<file path="src/hw/rtl/qzcd_pkg.sv">
// Shared types and constants of the quantized zero-crossing detector.
// Holds the input and result item structs and the crossing and polarity codes.
// Depends on nothing.
`timescale 1ns / 1ps

package qzcd_pkg;

	// Sample width and reset value of the quantization step
	localparam int          SAMPLE_W   = 16;
	localparam int          STEP_W     = 15;
	localparam logic [14:0] STEP_RESET = 15'(3200 / 8);

	// Crossing kinds reported in an item
	localparam logic [1:0] KIND_FIRST = 2'd0;
	localparam logic [1:0] KIND_FALL  = 2'd1;
	localparam logic [1:0] KIND_RISE  = 2'd2;

	// Polarity of the signal once tracking has begun
	typedef enum logic [1:0] {
		POL_NONE = 2'd0,
		POL_POS  = 2'd1,
		POL_NEG  = 2'd2
	} pol_t;

	// One input item
	typedef struct packed {
		logic signed [15:0] sample;
		logic               clear;
	} in_t;

	// One result item
	typedef struct packed {
		logic [1:0]  crossing_kind;
		logic [31:0] segment_index;
		logic [31:0] position_whole;
		logic [15:0] position_frac;
	} out_t;

endpackage

</file>
<file path="src/hw/rtl/quantized_zero_crossing_detector_unit.sv">
// Top level of the quantized zero-crossing detector: sequencer, detector state
// and result register. Depends on qzcd_pkg and the serial divider qzcd_div.
`timescale 1ns / 1ps

// Usage
// Input channel (in_valid/in_ready/in_data): one signed audio sample per item,
// with a clear flag that restarts the sample index and the detector.
// Output channel (out_valid/out_ready/out_data): at most one crossing report
// per input item, carrying the kind, the index before the crossing and the
// interpolated position (whole part plus FRAC_BITS-bit fraction).
// cfg_we/cfg_wdata write the quantization step; write it only while idle.
// Timing: one serial divider does all the work, one quotient bit per cycle.
// Quantization is a division of the sample magnitude by the step; an item
// without a report then passes the decide step and brings in_ready back. A
// report with a zero endpoint adds the output step. A report whose crossing
// lies between two nonzero samples also adds an interpolating division
// before the output step.
// in_ready is high only while the sequencer is idle.
// A finished report waits in the output register; the next item is accepted
// meanwhile, and only its own report waits for the register to drain.
// Reset clears the detector, the index and the output valid flag and loads
// the step with 400.

module quantized_zero_crossing_detector_unit #(
	parameter int INDEX_WIDTH = 32,
	parameter int FRAC_BITS   = 16
) (
	input  logic             clk,
	input  logic             arst_n,
	input  logic             in_valid,
	output logic             in_ready,
	input  qzcd_pkg::in_t    in_data,
	output logic             out_valid,
	input  logic             out_ready,
	output qzcd_pkg::out_t   out_data,
	input  logic             cfg_we,
	input  logic [14:0]      cfg_wdata
);

	import qzcd_pkg::*;

	localparam int NUM_W = SAMPLE_W + FRAC_BITS;
	localparam int DEN_W = SAMPLE_W + 1;
	localparam int CNT_W = $clog2(NUM_W + 1);

	typedef enum logic [4:0] {
		ST_IDLE   = 5'b00001,
		ST_QDIV   = 5'b00010,
		ST_DECIDE = 5'b00100,
		ST_FDIV   = 5'b01000,
		ST_OUT    = 5'b10000
	} state_t;

	state_t                  state_q;
	logic [STEP_W-1:0]       step_q;
	logic                    neg_q;
	logic [SAMPLE_W-1:0]     prod_q;
	logic signed [15:0]      prev_q;
	logic [INDEX_WIDTH-1:0]  cnt_q;
	pol_t                    pol_q;
	logic                    first_q;
	logic                    started_q;
	logic [1:0]              kind_q;
	logic [INDEX_WIDTH-1:0]  seg_q;
	logic [INDEX_WIDTH-1:0]  whole_q;
	logic [FRAC_BITS-1:0]    frac_q;
	out_t                    out_q;
	logic                    out_valid_q;

	logic                    accept;
	logic [STEP_W-1:0]       step_eff;
	logic signed [16:0]      smp_ext;
	logic [SAMPLE_W-1:0]     smp_mag;
	logic signed [16:0]      y_ext;
	logic signed [15:0]      y;
	logic [SAMPLE_W-1:0]     y_mag;
	logic [SAMPLE_W-1:0]     y0_mag;
	logic                    report;
	logic [1:0]              kind_nx;
	pol_t                    pol_nx;
	logic                    need_div;
	logic                    out_load;

	logic                    div_start;
	logic [NUM_W-1:0]        div_num;
	logic [DEN_W-1:0]        div_den;
	logic [CNT_W-1:0]        div_iters;
	logic                    div_busy;
	logic                    div_done;
	logic [NUM_W-1:0]        div_quot;

	assign accept   = in_valid && in_ready;
	assign in_ready = (state_q == ST_IDLE);
	assign step_eff = (step_q == '0) ? STEP_W'(1) : step_q;
	assign out_load = (state_q == ST_OUT) && (!out_valid_q || out_ready);

	// Magnitude of the incoming sample for the quantizing division
	always_comb begin
		smp_ext = 17'(in_data.sample);
		smp_mag = smp_ext[16] ? 16'(-smp_ext) : smp_ext[15:0];
	end

	// Quantized sample with its sign restored, and crossing detection
	always_comb begin
		y_ext    = neg_q ? -$signed({1'b0, prod_q}) : $signed({1'b0, prod_q});
		y        = y_ext[15:0];
		y_mag    = y[15] ? 16'(-y_ext) : y_ext[15:0];
		y0_mag   = prev_q[15] ? 16'(-17'(prev_q)) : prev_q;
		report   = 1'b0;
		kind_nx  = KIND_FIRST;
		pol_nx   = pol_q;
		if (started_q) begin
			if (!first_q) begin
				if (prev_q < 0 && y >= 0) begin
					report  = 1'b1;
					kind_nx = KIND_FIRST;
					pol_nx  = POL_POS;
				end
			end else if (pol_q == POL_POS) begin
				if (y < 0) begin
					report  = 1'b1;
					kind_nx = KIND_FALL;
					pol_nx  = POL_NEG;
				end
			end else if (pol_q == POL_NEG) begin
				if (y > 0) begin
					report  = 1'b1;
					kind_nx = KIND_RISE;
					pol_nx  = POL_POS;
				end
			end
		end
		need_div = report && (y != 0) && (prev_q != 0);
	end

	// Divider request: quantization on accept, interpolation from the decide step
	always_comb begin
		div_start = accept || ((state_q == ST_DECIDE) && need_div);
		if (accept) begin
			div_num   = {smp_mag, FRAC_BITS'(0)};
			div_den   = DEN_W'(step_eff);
			div_iters = CNT_W'(SAMPLE_W);
		end else begin
			div_num   = {y0_mag, FRAC_BITS'(0)};
			div_den   = DEN_W'(y0_mag) + DEN_W'(y_mag);
			div_iters = CNT_W'(NUM_W);
		end
	end

	qzcd_div #(
		.NUM_W (NUM_W),
		.DEN_W (DEN_W)
	) u_div (
		.clk    (clk),
		.arst_n (arst_n),
		.start  (div_start),
		.num    (div_num),
		.den    (div_den),
		.iters  (div_iters),
		.busy   (div_busy),
		.done   (div_done),
		.quot   (div_quot)
	);

	// Sequencer and detector state
	always_ff @(posedge clk or negedge arst_n) begin
		if (!arst_n) begin
			state_q   <= ST_IDLE;
			step_q    <= STEP_RESET;
			prev_q    <= '0;
			cnt_q     <= '0;
			pol_q     <= POL_NONE;
			first_q   <= 1'b0;
			started_q <= 1'b0;
		end else begin
			if (cfg_we) begin
				step_q <= cfg_wdata;
			end
			case (state_q)
				ST_IDLE: begin
					if (accept) begin
						if (in_data.clear) begin
							prev_q    <= '0;
							cnt_q     <= '0;
							pol_q     <= POL_NONE;
							first_q   <= 1'b0;
							started_q <= 1'b0;
						end
						state_q <= ST_QDIV;
					end
				end
				ST_QDIV: begin
					if (div_done) begin
						state_q <= ST_DECIDE;
					end
				end
				ST_DECIDE: begin
					prev_q    <= y;
					started_q <= 1'b1;
					cnt_q     <= cnt_q + 1'b1;
					pol_q     <= pol_nx;
					if (report) begin
						first_q <= 1'b1;
						state_q <= need_div ? ST_FDIV : ST_OUT;
					end else begin
						state_q <= ST_IDLE;
					end
				end
				ST_FDIV: begin
					if (div_done) begin
						state_q <= ST_OUT;
					end
				end
				ST_OUT: begin
					if (out_load) begin
						state_q <= ST_IDLE;
					end
				end
				default: begin
					state_q <= ST_IDLE;
				end
			endcase
		end
	end

	// Item payload held while the divider runs
	always_ff @(posedge clk) begin
		if (accept) begin
			neg_q <= in_data.sample[15];
		end
		if (state_q == ST_QDIV && div_done) begin
			prod_q <= 16'(div_quot[SAMPLE_W-1:0] * step_eff);
		end
		if (state_q == ST_DECIDE && report) begin
			kind_q  <= kind_nx;
			seg_q   <= cnt_q - 1'b1;
			whole_q <= (y == 0) ? cnt_q : (cnt_q - 1'b1);
			frac_q  <= '0;
		end
		if (state_q == ST_FDIV && div_done) begin
			frac_q <= div_quot[FRAC_BITS-1:0];
		end
	end

	// Result register
	always_ff @(posedge clk or negedge arst_n) begin
		if (!arst_n) begin
			out_valid_q <= 1'b0;
		end else if (out_load) begin
			out_valid_q <= 1'b1;
		end else if (out_ready) begin
			out_valid_q <= 1'b0;
		end
	end

	always_ff @(posedge clk) begin
		if (out_load) begin
			out_q.crossing_kind  <= kind_q;
			out_q.segment_index  <= 32'(seg_q);
			out_q.position_whole <= 32'(whole_q);
			out_q.position_frac  <= 16'(frac_q);
		end
	end

	assign out_valid = out_valid_q;
	assign out_data  = out_q;

	// The divider is free whenever a new item can be taken
	a_idle_div_free: assert property (@(posedge clk) disable iff (!arst_n)
		in_ready |-> !div_busy)
		else $error("divider busy while idle");

	// Divider results only arrive where the sequencer waits for them
	a_done_expected: assert property (@(posedge clk) disable iff (!arst_n)
		div_done |-> (state_q == ST_QDIV || state_q == ST_FDIV))
		else $error("unexpected divider completion");

	// The index advances by exactly one per decided sample
	a_index_step: assert property (@(posedge clk) disable iff (!arst_n)
		(state_q == ST_DECIDE) |=> (cnt_q == INDEX_WIDTH'($past(cnt_q) + 1'b1)))
		else $error("sample index did not advance by one");

	// A new report only appears after the output step of the sequencer
	a_report_source: assert property (@(posedge clk) disable iff (!arst_n)
		$rose(out_valid_q) |-> $past(state_q == ST_OUT))
		else $error("report loaded outside output step");

endmodule

</file>
<file path="src/hw/rtl/qzcd_div.sv">
// Bit-serial restoring divider shared by quantization and interpolation.
// One quotient bit per cycle; the numerator is MSB-aligned, iters sets the bit count.
// Depends on nothing.
`timescale 1ns / 1ps

module qzcd_div #(
	parameter int NUM_W = 32,
	parameter int DEN_W = 17
) (
	input  logic                         clk,
	input  logic                         arst_n,
	input  logic                         start,
	input  logic [NUM_W-1:0]             num,
	input  logic [DEN_W-1:0]             den,
	input  logic [$clog2(NUM_W+1)-1:0]   iters,
	output logic                         busy,
	output logic                         done,
	output logic [NUM_W-1:0]             quot
);

	localparam int CNT_W = $clog2(NUM_W + 1);

	logic [DEN_W:0]   rem_q;
	logic [NUM_W-1:0] nq_q;
	logic [DEN_W-1:0] den_q;
	logic [CNT_W-1:0] cnt_q;
	logic             busy_q;
	logic             done_q;

	logic [DEN_W:0] rem_sh;
	logic           ge;
	logic [DEN_W:0] rem_nx;

	// One restoring step: shift in the next numerator bit, subtract if it fits
	always_comb begin
		rem_sh = {rem_q[DEN_W-1:0], nq_q[NUM_W-1]};
		ge     = (rem_sh >= {1'b0, den_q});
		rem_nx = ge ? (rem_sh - {1'b0, den_q}) : rem_sh;
	end

	// Control: busy while bits remain, done pulses after the last one
	always_ff @(posedge clk or negedge arst_n) begin
		if (!arst_n) begin
			busy_q <= 1'b0;
			done_q <= 1'b0;
			cnt_q  <= '0;
		end else begin
			if (start) begin
				busy_q <= 1'b1;
				done_q <= 1'b0;
				cnt_q  <= iters;
			end else if (busy_q) begin
				cnt_q <= cnt_q - 1'b1;
				if (cnt_q == CNT_W'(1)) begin
					busy_q <= 1'b0;
					done_q <= 1'b1;
				end else begin
					done_q <= 1'b0;
				end
			end else begin
				done_q <= 1'b0;
			end
		end
	end

	// Datapath: numerator bits leave at the top, quotient bits enter at the bottom
	always_ff @(posedge clk) begin
		if (start) begin
			rem_q <= '0;
			nq_q  <= num;
			den_q <= den;
		end else if (busy_q) begin
			rem_q <= rem_nx;
			nq_q  <= {nq_q[NUM_W-2:0], ge};
		end
	end

	assign busy = busy_q;
	assign done = done_q;
	assign quot = nq_q;

endmodule

</file>
<file path="config.mk">
export PLATFORM = sky130hd
export DESIGN_NAME = quantized_zero_crossing_detector_unit
export DESIGN_NICKNAME = d
export VERILOG_FILES = /design/src/hw/rtl/qzcd_pkg.sv /design/src/hw/rtl/quantized_zero_crossing_detector_unit.sv /design/src/hw/rtl/qzcd_div.sv
export SDC_FILE = /design/constraint.sdc
export NUM_CORES = 1
export LEC_CHECK = 0
export BUFFER_PORTS_ARGS = -buffer_cell sky130_fd_sc_hd__buf_2
export CAP_MARGIN = 30
export CORE_UTILIZATION = 50
export CTS_BUF_LIST = sky130_fd_sc_hd__clkbuf_2 sky130_fd_sc_hd__clkbuf_4 sky130_fd_sc_hd__clkbuf_8
export DETAILED_ROUTE_END_ITERATION = 7
export GPL_TIMING_DRIVEN = 0
export MAX_ROUTING_LAYER = met4
export PLACE_DENSITY = 0.68
export SYNTH_ARGS = -nofsm -noshare
export SYNTH_HDL_FRONTEND = slang
export SYNTH_SLANG_ARGS = --single-unit
</file>
<file path="constraint.sdc">
create_clock -name clk -period 17.6 [get_ports clk]
set_input_delay 1.76 -clock clk [delete_from_list [all_inputs] [get_ports clk]]
set_output_delay 1.76 -clock clk [all_outputs]
set_load 0.05 [all_outputs]
</file>
* Yosys cells after proc, flatten, opt, wreduce, memory -nomap -nowiden
Cells that the tools add are included.
** Operators by class
- Add/sub/neg operators :: 9
- Multiply operators :: 1
- Div/mod/pow operators :: 0
- $lt $le $gt $ge :: 5
- Equal/unequal tests :: 19
- Shift operators :: 0
- Mux-type cells :: 63
- Bitwise operators :: 0
- Reductions and logical operators :: 25
** Operator list (number)
- $mux W32 :: 6
- $mux W16 :: 8
- $neg A16 Y16 :: 4
- $pmux W32 S2 :: 1
- $reduce_bool A32 Y1 :: 2
- $add A32 B1 Y32 const B :: 1
- $logic_not A32 Y1 :: 1
- $lt A16 B1 Y1 const B :: 2
- $pmux W16 S2 :: 1
- $sub A32 B1 Y32 const B :: 1
- $mux W15 :: 2
- $mux W5 :: 6
- $pmux W5 S5 :: 1
- $mux W2 :: 12
- $mux W1 :: 19
- $ge A18 B17 Y1 :: 1
- $mux W6 :: 3
- $add A16 B16 Y17 :: 1
- $mux W17 :: 1
- $sub A17 B17 Y17 :: 1
- $ge A16 B1 Y1 const B :: 1
- $gt A16 B1 Y1 const B :: 1
- $mul A16 B15 Y16 :: 1
- $logic_not A15 Y1 :: 1
- other kinds (23) :: 44
** Storage, ports and cells
- Bits in registers :: 328
- Latch bits :: 0
- Memory bits (writable) :: 0
- Memory bits (read-only) :: 0
- Word-level logic and storage cells :: 147
- Memories kept :: 0

* Longest topological paths before layout
- Depth in word-level cells :: 13
- Mapped depth :: 24
- Depth with buffers taken out :: 22

* Cells and area by module
A second synthesis with hierarchy kept.
** Second synthesis, totals
- Cells, all modules :: 1922
- Area, all modules :: 20472.1 µm²
** By module, submodules not included
- quantized_zero_crossing_detector_unit :: times used 1, cells each 1552, area each 16393.2 µm²
- qzcd_div :: times used 1, cells each 370, area each 4078.9 µm²

* Worst setup path after synthesis
OpenSTA, ideal clock, no wires.
- Path type :: reg-to-reg
- Start point :: register prod_q[0]
- End point :: register frac_q[0] (enable)
- Library setup time :: 338 ps
- Arrival time :: 6475 ps
- Slack :: 10787 ps
- Cell stages (with the launch flop) :: 11
- Clock period less this slack :: 6813 ps
- Path through :: edfxtp_1 -> inv_1 -> ha_1 -> or4b_2 -> o41ai_1 -> xor2_1 -> and2_1 -> and4bb_2 -> buf_4 -> a21oi_1 -> or2_2
** Between the ends
- Word-level cells in the longest chain between the ends :: 10
- Elaborated cells on any way between the ends :: 15
- Those cells by class :: add/sub (1); order compare (3); mux (8); reduce/logical (3)
** RTL lines
- from (decl) :: RTL line quantized_zero_crossing_detector_unit.sv:57 : logic [SAMPLE_W-1:0] prod_q;
- from (signal assigned) :: RTL line quantized_zero_crossing_detector_unit.sv:232 : prod_q <= 16'(div_quot[SAMPLE_W-1:0] * step_eff);
- $neg A16 Y16 :: RTL line quantized_zero_crossing_detector_unit.sv:105 : y_ext = neg_q ? -$signed({1'b0, prod_q}) : $signed({1'b0, prod_q});
- $mux W16 * :: RTL line quantized_zero_crossing_detector_unit.sv:105
- $gt A16 B1 Y1 :: RTL line quantized_zero_crossing_detector_unit.sv:126 : if (y > 0) begin
- $mux W1 :: RTL line quantized_zero_crossing_detector_unit.sv:126
- $mux W1 :: RTL line quantized_zero_crossing_detector_unit.sv:125 : end else if (pol_q == POL_NEG) begin
- $mux W1 :: RTL line quantized_zero_crossing_detector_unit.sv:119 : end else if (pol_q == POL_POS) begin
- $mux W1 * :: RTL line quantized_zero_crossing_detector_unit.sv:113 : if (!first_q) begin
- $mux W1 * :: RTL line quantized_zero_crossing_detector_unit.sv:112 : if (started_q) begin
- $logic_and A1 B1 Y1 * :: RTL line quantized_zero_crossing_detector_unit.sv:234 : if (state_q == ST_DECIDE && report) begin
- $reduce_bool A2 Y1 (no line) *
- to (signal assigned) :: RTL line quantized_zero_crossing_detector_unit.sv:241 : frac_q <= div_quot[FRAC_BITS-1:0];
- to (decl) :: RTL line quantized_zero_crossing_detector_unit.sv:66 : logic [FRAC_BITS-1:0] frac_q;
Every way passes the cells marked *; elsewhere a longest branch is shown, timed or not.
A chain may end at the register's enable or synchronous reset.

* Final worst setup path
- Start point :: register step_q[9]
- End point :: register prod_q[15], data pin
** Between the ends
- Word-level cells in the longest chain between the ends :: 3
** RTL lines
- from (decl) :: RTL line quantized_zero_crossing_detector_unit.sv:55 : logic [STEP_W-1:0] step_q;
- from (signal assigned) :: RTL line quantized_zero_crossing_detector_unit.sv:177 : step_q <= cfg_wdata;
- $logic_not A15 Y1 :: RTL line quantized_zero_crossing_detector_unit.sv:94 : assign step_eff = (step_q == '0) ? STEP_W'(1) : step_q;
- $mux W15 * :: RTL line quantized_zero_crossing_detector_unit.sv:94
- $mul A16 B15 Y16 * :: RTL line quantized_zero_crossing_detector_unit.sv:232
Marked as above.

==> summary.txt <==
Placed design
  • Final HPWL DP: 34800 um
  • Port Buf Inserts: 119
  • GPL Wtd Cong: 0.929
  • Setup slack after placement: 10600 ps

Critical path
  • Worst Path Max Fanout: 10
  • WP data arrival: 7480 ps
  • CP Class: register to register
  • Reg2reg end: prod_q[15]
  • Required time worst endpoint: 17980 ps
  • Reg2Reg Depth: 24
  • R2R Setup Slk: 10500 ps
  • Crit end category: register
  • CP Launch Type: register
  • Reg2reg start: step_q[9]

Timing
  • FMAX: 141 MHz
  • Final worst slack: 10500 ps
  • Setup_tns: 0 ps
  • Final setup fails: 0
  • Fin Clk Skew: 36.5 ps
  • Max-slew violations: 0
  • RSZ-0062 raised after global routing: false
  • Period utilization: 40.3%
  • Worst Max-Slew Pin Slew: 1050 ps
  • Final min period: 7100 ps
  • Slew Limit Headroom: 29.3%
  • Final Hold Viols: 0

Global route
  • Pin count of the biggest net entering global routing: 67
  • First-pass GRT wire length: 74200 um
  • Initial antenna violation count: 1
  • Vias in the first global route: 14100
  • Grt ovf: 0
  • Aggregate global-route resource usage: 24.0%

Synth
  • Post-synth ARST share: 24.7%
  • Syn_nets: 2056
  • Synth warnings: 0
  • Seq/Total Area, Yosys: 46.9%
  • EDFF count, synth: 230
  • Largest cells by area after synthesis: edfxtp_1 (35%), dfrtp_1 (9.7%), fa_1 (8.4%), xnor2_1 (5.3%), ha_1 (5.3%)
  • Most numerous cell in the Yosys netlist: edfxtp_1
  • Distinct cells, synth: 71
  • Synth Register Bits: 328
  • Gate count after technology mapping: 1853
  • Yosys top cell area share: 34.9%
  • Commonest cells post-synth: edfxtp_1 (230), nand2_1 (178), inv_1 (149)
  • Mapped Area: 0.0198 mm^2
  • Most used flip-flop cell after synthesis: edfxtp_1
  • Syn Area/Cell: 10.7 um^2
  • Post-synth top area cell: edfxtp_1

Pwr
  • Logic pwr share: 55.5%
  • Worst VDD drop: 156 uV
  • Leak: 9.17 nW
  • Clock share of power: 17.2%
  • Reg power frac: 27.3%
  • Int Pwr: 2.37 mW
  • Total power: 4.04 mW
  • P per Cell Area: 181 mW/mm^2
  • NetSw: 1.68 mW
  • Switching share of total power: 41.5%

Run
  • Max Cap Viol: 0

Clock tree
  • TritonCTS clock tree: done
  • Post-CTS Resized: 0
  • Clock Sink Count: 328
  • Clock Pin Slew Worst Setup and Hold Paths: 70 ps
  • Clk_lat worst skew: 660 ps
  • Num CTS Buffers: 55
  • H-tree depth: 2
  • Post-CTS Setup Inserts: 0
  • Hold_buf cts: 0
  • Root buf cell: clkbuf_8
  • Longest Clk Path Bufs: 3

Cells and area
  • Layout fillers: 3288
  • Layout Area Growth over Synthesis: 12.8%
  • Share of cells above drive strength 1: 12.8%
  • Fin nets: 2238
  • Multi-input gate area: 0.00954 mm^2
  • Antenna diodes: 0
  • Sequential Area: 0.00928 mm^2

Routing
  • Avg WL per Cell: 17.8 um
  • Residual DRC: 0
  • Routed Antenna Nets: 0
  • Via density: 5.41
  • DR pass1 iterations: 6
  • DR vias: 14100
  • Initial drt markers: 1123
  • Post-Route WL: 46300 um

Floorplanning
  • Number of I/O pins: 121
  • Initial Utilization: 50.9%
  • Die Area: 0.0403 mm^2
  • Std cell rows: 72
  • Area of the core: 0.0388 mm^2
  • Width of the chip: 201 um
  • Die height: 201 um

Worst hold path
  • Hold_sp: whole_q[27]
  • Hold crit path type: register to register
  • Hold Path Sink: out_data[43]
  • Worst Hold Depth: 0

Run status
  • Status: completed
-- layer usage --
layer	GRT usage [%]	wire (um)	part of all wire, %
met1	30.8	20400	44
met2	38.5	21700	47
met3	3.67	2750	5.9
met4	9.41	1480	3.2
met5	-	0	0
-- metrics by stage --
| step | hold WS [ps] | instance area, um^2 | cells | utilization, % |
|---|---|---|---|---|
| floorplan | 400 | 19800 | 1853 | - |
| global placement | 404 | 21000 | 2490 | 54.1 |
| detailed placement | 405 | 21200 | 2496 | 54.5 |
| CTS | 417 | 22300 | 2599 | 57.5 |
| global route | 423 | 22300 | 2599 | 57.5 |
| finish | 411 | 22300 | 2599 | 57.5 |
-- cells in the final DEF, fill, tap and decap left out, types with 59 or more instances in the layout --
master    count
fa_1         83
buf_2       125
xnor2_1     119
ha_1         83
o21ai_0      84
nand2_1     178
dfrtp_1      77
a21oi_1      61
clkbuf_1     89
and2_1       72
edfxtp_1    230
inv_1       149
clkbuf_8     59
xor2_1       75
nor2_1      134
-- state kept, by name (all words and copies together), names as in the netlist --
register	cells
first_q	1
state_q	5
out_data	82
started_q	1
seg_q	32
out_valid	1
cnt_q	32
u_div.cnt_q	6
prev_q	16
pol_q	2
prod_q	16
u_div.quot	32
kind_q	2
u_div.busy	1
u_div.den_q	17
whole_q	32
frac_q	16
neg_q	1
step_q	15
u_div.rem_q	17
u_div.done	1
-- kinds of logic (layout without fill, tap and decap cells) --
logic type / Yosys count / after routing / synth area share [%]
XOR/XNOR: 195 / 195 / 8.68
AO/OA/AOI/OAI: 261 / 261 / 8.42
buffers and inverters: 251 / 479 / 4.91
AND/OR/NAND/NOR: 616 / 616 / 15.5
multiplexers: 36 / 36 / 1.94
adder cells (fa/ha/maj): 166 / 166 / 13.7
flip-flops: 328 / 328 / 46.9
-- critical path, stage by stage, from the launching register on --
cell and delay (ps):
dfrtp_1 320, clkbuf_1 490, nor4_1 170, a41oi_1 790, clkbuf_1 500, nor2b_1 120, fa_1 510, inv_1 50
fa_1 470, inv_1 40, ha_1 290, ha_1 280, inv_1 50, fa_1 500, fa_1 540, inv_1 40
ha_1 340, nand2_1 90, o21ai_0 110, o21a_1 200, o21ai_0 170, nand2b_1 100, a41oi_1 300, a21oi_1 170
xnor2_1 160
-- cell type report --
cell class              instances  area share, %
well taps                     518           2.91
clock inverters                27          0.897
repair buffers                125           3.29
clock buffers                  76           4.21
inverters                     150           2.52
plain buffers                 101           1.82
multi-input cells            1274           42.8
flip-flops and latches        328           41.6
-- how the worst max path moves through the flow --
stage	cells after the start	endpoint	start	slack, ps
2_1_floorplan	10	frac_q[0]	prod_q[0]	10790
4_1_cts	24	prod_q[15]	step_q[9]	10510
3_3_place_gp	10	frac_q[2]	prod_q[0]	8900
3_5_place_dp	24	prod_q[15]	step_q[9]	10600
5_1_grt	24	prod_q[13]	step_q[9]	10130
6_report	24	prod_q[15]	step_q[9]	10500
-- power groups by stage --
stage | Combinational [mW] | Clock, mW | Sequential, mW
after global routing | 2.55 | 0.746 | 1.11
after global placement | 2.18 | 0 | 1.11
final | 2.24 | 0.697 | 1.10
after floorplan | 1.73 | 0 | 1.08
after detailed placement | 2.24 | 0 | 1.11
after CTS | 2.25 | 0.716 | 1.10
(Power assumes the default switching activity.)
